[src/rtl/dpbp_pkg.sv]
package dpbp_pkg;

    localparam int DEF_MAX_WIDTH  = 4096;
    localparam int DEF_MAX_HEIGHT = 4096;

    localparam int CFG_IDX_W  = 3;
    localparam int CFG_DATA_W = 25;

    localparam logic [1:0] MIN_POINTS = 2'd3;

    localparam logic signed [47:0] SAT_POS = 48'sh7FFF_FFFF_FFFF;
    localparam logic signed [47:0] SAT_NEG = 48'sh8000_0000_0000;

    typedef enum logic [CFG_IDX_W-1:0] {
        REG_SAMPLE_STEP = 3'd0,
        REG_CENTER_X    = 3'd1,
        REG_CENTER_Y    = 3'd2,
        REG_X_GAIN      = 3'd3,
        REG_Y_GAIN      = 3'd4,
        REG_DEPTH_GAIN  = 3'd5,
        REG_MIN_RAW     = 3'd6,
        REG_MAX_RAW     = 3'd7
    } cfg_reg_t;

    typedef struct packed {
        logic [15:0] depth_raw;
        logic        row_end;
        logic        frame_end;
    } pix_in_t;

    typedef struct packed {
        logic signed [47:0] point_x;
        logic signed [47:0] point_y;
        logic [31:0]        point_z;
        logic               point_valid;
        logic               frame_done;
        logic               too_few_points;
    } point_out_t;

    // controller -> datapath
    typedef struct packed {
        logic capture;
        logic z_en;
        logic pmul_en;
        logic split_en;
        logic round_en;
        logic out_load;
    } dp_cmd_t;

    // datapath -> controller
    typedef struct packed {
        logic emit;
    } dp_status_t;

    function automatic logic [7:0] next_phase(input logic [7:0] ph, input logic [7:0] step);
        logic [8:0] inc;
        inc = {1'b0, ph} + 9'd1;
        return (inc >= {1'b0, step}) ? 8'd0 : inc[7:0];
    endfunction

endpackage

[src/rtl/dpbp_ctrl.sv]
module dpbp_ctrl
    import dpbp_pkg::*;
(
    input  logic       clk,
    input  logic       rst_n,
    input  logic       in_valid,
    output logic       in_ready,
    output logic       out_valid,
    input  logic       out_ready,
    input  dp_status_t status,
    output dp_cmd_t    cmd
);

    typedef enum logic [5:0] {
        ST_IDLE  = 6'b000001,
        ST_ZMUL  = 6'b000010,
        ST_PMUL  = 6'b000100,
        ST_SPLIT = 6'b001000,
        ST_ROUND = 6'b010000,
        ST_EMIT  = 6'b100000
    } state_t;

    state_t state_reg, state_next;
    logic   out_valid_reg, out_valid_next;
    logic   accept;
    logic   out_free;

    assign in_ready  = (state_reg == ST_IDLE);
    assign out_valid = out_valid_reg;
    assign accept    = in_valid && in_ready;
    assign out_free  = !out_valid_reg || out_ready;

    always_comb
    begin
        state_next   = state_reg;
        cmd          = '0;
        cmd.capture  = accept;
        unique case (state_reg)
            ST_IDLE:
            begin
                if (accept && status.emit)
                begin
                    state_next = ST_ZMUL;
                end
            end
            ST_ZMUL:
            begin
                cmd.z_en   = 1'b1;
                state_next = ST_PMUL;
            end
            ST_PMUL:
            begin
                cmd.pmul_en = 1'b1;
                state_next  = ST_SPLIT;
            end
            ST_SPLIT:
            begin
                cmd.split_en = 1'b1;
                state_next   = ST_ROUND;
            end
            ST_ROUND:
            begin
                cmd.round_en = 1'b1;
                state_next   = ST_EMIT;
            end
            ST_EMIT:
            begin
                if (out_free)
                begin
                    cmd.out_load = 1'b1;
                    state_next   = ST_IDLE;
                end
            end
            default:
            begin
                state_next = ST_IDLE;
            end
        endcase
    end

    always_comb
    begin
        out_valid_next = out_valid_reg;
        if (cmd.out_load)
        begin
            out_valid_next = 1'b1;
        end
        else if (out_ready)
        begin
            out_valid_next = 1'b0;
        end
    end

    always_ff @(posedge clk or negedge rst_n)
    begin
        if (!rst_n)
        begin
            state_reg     <= ST_IDLE;
            out_valid_reg <= 1'b0;
        end
        else
        begin
            state_reg     <= state_next;
            out_valid_reg <= out_valid_next;
        end
    end

    // a waiting result is never overwritten
    a_no_overwrite: assert property (@(posedge clk) disable iff (!rst_n)
        (out_valid_reg && !out_ready) |-> !cmd.out_load)
        else $error("result register overwritten while held");

    // an emitting transaction starts the arithmetic sequence
    a_start: assert property (@(posedge clk) disable iff (!rst_n)
        (accept && status.emit) |=> (state_reg == ST_ZMUL))
        else $error("emitting transaction did not start computation");

    // a dropped pixel leaves the block ready
    a_drop: assert property (@(posedge clk) disable iff (!rst_n)
        (accept && !status.emit) |=> in_ready)
        else $error("dropped pixel stalled the input");

    // load only after the rounding step
    a_load_after_round: assert property (@(posedge clk) disable iff (!rst_n)
        cmd.out_load |-> (state_reg == ST_EMIT))
        else $error("result loaded outside emit state");

endmodule

[config.mk]
export PLATFORM = sky130hd
export DESIGN_NAME = dpbp_ctrl
export DESIGN_NICKNAME = d
export VERILOG_FILES = /design/src/rtl/dpbp_pkg.sv /design/src/rtl/dpbp_ctrl.sv
export SDC_FILE = /design/constraint.sdc
export NUM_CORES = 1
export LEC_CHECK = 0
export BUFFER_PORTS_ARGS = -buffer_cell sky130_fd_sc_hd__buf_4
export CORE_AREA = 5 5 42 44
export CTS_BUF_LIST = sky130_fd_sc_hd__clkbuf_16
export CTS_CLUSTER_SIZE = 25
export DETAILED_ROUTE_END_ITERATION = 6
export DIE_AREA = 0 0 47 49
export SLEW_MARGIN = 10
export SYNTH_ARGS = -nofsm -noshare
export SYNTH_HDL_FRONTEND = slang
export SYNTH_SLANG_ARGS = --single-unit
[constraint.sdc]
create_clock -name clk -period 2.6 [get_ports clk]
set_input_delay 0.65 -clock clk [delete_from_list [all_inputs] [get_ports clk]]
set_output_delay 0.65 -clock clk [all_outputs]
set_load 0.02 [all_outputs]
==> flow_metrics.env <==
export IMPL_r2r_cells=3
export IMPL_wirelength_um=902
export IMPL_synth_cells=43
export IMPL_port_buffers=12
export IMPL_drc=0
export IMPL_grt_start_max_net_pins=9
export IMPL_setup_viol=0
export IMPL_cts_repair_resize_count=0
export IMPL_clk_latency_ps=230
export IMPL_p_sw_uw=202
export IMPL_hold_violations=0
export IMPL_leakage_nw=0.289
export IMPL_max_stage_delay_ps=570
export IMPL_yosysTopAreaCellShare_pct=34.4
export IMPL_synth_ff_type="dfrtp_1"
export IMPL_min_period_ps=2530
export IMPL_p_int_uw=447
export IMPL_place_area_um2=524
export IMPL_critPathLaunchType="register"
export IMPL_fillCellCount=145
export IMPL_cp_end_kind="primary output"
export IMPL_antenna_found_initial=0
export IMPL_cp_depth=4
export IMPL_ys_seq_elements=7
export IMPL_critical_path_startpoint="state_reg[3]"
export IMPL_synth_nets=48
export IMPL_cp_slowest_cell="or4_4"
export IMPL_irDropWorstVdd_mv=0.673
export IMPL_swShare_pct=31.1
export IMPL_wire_per_inst_um=12.5
export IMPL_start_util_pct=31.2
export IMPL_synth_async_reset_ratio_pct=100
export IMPL_final_nets=62
export IMPL_coreArea_um2=1400
export IMPL_syn_avg_cell_area_um2=10.2
export IMPL_status="finished, final reports clean"
export IMPL_utilization_pct=43.1
export IMPL_arrival_ps=1880
export IMPL_cts_path_max_buffers=2
export IMPL_critPathCapture="cmd[0]"
export IMPL_syn_area_um2=437
export IMPL_rsz0062_at_grt="no"
export IMPL_worstSetupPathType="register to primary output"
export IMPL_yosysMostFrequentCell="dfrtp_1"
export IMPL_relSlewSlack_pct=83.3
export IMPL_powerDensity_nw_per_um2=1080
export IMPL_critPathMaxFanout=7
export IMPL_seqPwrFrac_pct=26.2
export IMPL_ys_types=27
export IMPL_fp_dieW_um=47
export IMPL_grt_pass1_wl_um=1500
export IMPL_fin_ws_ps=70.8
export IMPL_crit_chain="or4_4 > or3b_4 > a21oi_2 > buf_4"
export IMPL_max_clock_freq_mhz=395
export IMPL_cts_max_level=1
export IMPL_synthTopCellsByCount="6 x dfrtp_1, 5 x nor2_1, 3 x buf_4"
export IMPL_cts_buffers=3
export IMPL_combPwrFrac_pct=33.4
export IMPL_fin_tns_setup_ps=0
export IMPL_synth_area_leader_cell="dfrtp_1"
export IMPL_worst_slew_pin_slew_ps=246
export IMPL_drv_slew=0
export IMPL_vias=364
export IMPL_cap_violations=0
export IMPL_hp_class="primary input to async pin"
export IMPL_n_antenna_cell=0
export IMPL_post_cts_buffers=0
export IMPL_worstReg2RegStart="state_reg[3]"
export IMPL_synth_area_leaders="dfrtp_1 34%, dfstp_2 6.0%, and4b_2 5.2%, buf_4 5.2%, nor2_1 4.3%"
export IMPL_largest_reg_flops=6
export IMPL_fin_cells=72
export IMPL_numPlacedInstances=68
export IMPL_r2r_end="state_reg[1]"
export IMPL_drive_gt1_share_pct=46.4
export IMPL_synth_seq_area_share_pct=40.4
export IMPL_design_die_area_um2=2300
export IMPL_viasPerCell=5.06
export IMPL_fin_worst_skew_ps=0.480
export IMPL_clock_sinks=7
export IMPL_track_usage_pct=9.62
export IMPL_ioPinCount=13
export IMPL_synth_warnings=0
export IMPL_cp_required_ps=1950
export IMPL_die_h_um=49
export IMPL_first_global_vias=359
export IMPL_r2r_slack_ps=1030
export IMPL_period_share_pct=97.3
export IMPL_placementRows=14
export IMPL_cts_tree="done"
export IMPL_design_area_um2=604
export IMPL_drt_pass1_iter_count=4
export IMPL_drt_iter0_drc=6
export IMPL_hold_buffers=0
export IMPL_grt_overflow=0
export IMPL_post_dp_hpwl_um=653
export IMPL_syn2layout_area_growth_pct=38.4
export IMPL_crit_family="simple AND/OR/NAND/NOR gates"
export IMPL_path_buf_inv=1
export IMPL_clk_pin_slew_ps=40
export IMPL_gp_congestion=0.661
export IMPL_antenna_left=0
export IMPL_pre_cts_slack_ps=316
export IMPL_root_buffer="clkbuf_16"
export IMPL_clockPowerShare_pct=40.4
export IMPL_synth_edf_count=0
==> how the worst min path moves through the flow <==
stage,start,to,cells past startpoint
2_1_floorplan,rst_n,out_valid,0
3_3_place_gp,rst_n,state_reg[2],1
3_5_place_dp,rst_n,state_reg[2],1
4_1_cts,rst_n,state_reg[2],1
5_1_grt,rst_n,state_reg[1],1
6_report,rst_n,state_reg[2],1
==> metal layers <==
metal,up-vias,part of all wire [%],track usage [%]
met5,-,0,0
met4,0,3.3,8.29
met3,3,7.4,5.90
met2,12,44,11.8
met1,169,45,11.2
li1,180,-,-
==> power by group through the flow <==
stage	sequential [mW]	clock (mW)	combinational [mW]
after floorplan	0.162	0	0.168
after global placement	0.169	0	0.221
after detailed placement	0.171	0	0.217
after CTS	0.169	0.265	0.219
after global routing	0.175	0.277	0.235
final	0.170	0.262	0.217
==> cell families (layout without fill, tap and decap cells) <==
group / Yosys count / in the layout / synth area share, %
buf+inv: 5 / 18 / 6.88
compound gates: 8 / 8 / 14.0
flops: 7 / 7 / 40.4
xor+xnor: 1 / 1 / 2.01
simple gates: 22 / 22 / 36.7
==> cell type report <==
| class | instances | area (um^2) | area share [%] |
|---|---|---|---|
| Clock buffer | 3 | 75.1 | 12.4 |
| Sequential cell | 7 | 178 | 29.4 |
| Clock inverter | 1 | 3.75 | 0.621 |
| Multi-Input combinational cell | 31 | 230 | 38.1 |
| Tap cell | 16 | 20.0 | 3.31 |
| Timing Repair Buffer | 12 | 90.1 | 14.9 |
| Inverter | 2 | 7.51 | 1.24 |
==> through the flow <==
step                power [mW]  hold slack [ps]
floorplan                0.330              354
global placement         0.390              471
detailed placement       0.389              471
CTS                      0.653              226
global route             0.688              225
finish                   0.650              223
==> cells in the final DEF, fill, tap and decap left out, drive strengths merged, types with 2 or more instances in the layout <==
cell / count
clkbuf: 3
a21oi: 3
or4: 2
nor3b: 2
nor2b: 2
and3: 2
inv: 3
buf: 12
dfrtp: 6
and4b: 2
nor2: 5
==> worst register-to-register path, stage by stage, from the launching register on <==
cell and delay [ps]:
dfrtp_2 430, or4_2 730, nor2b_2 190, o22a_1 160
Note: power is estimated with default switching activity, not from simulation.
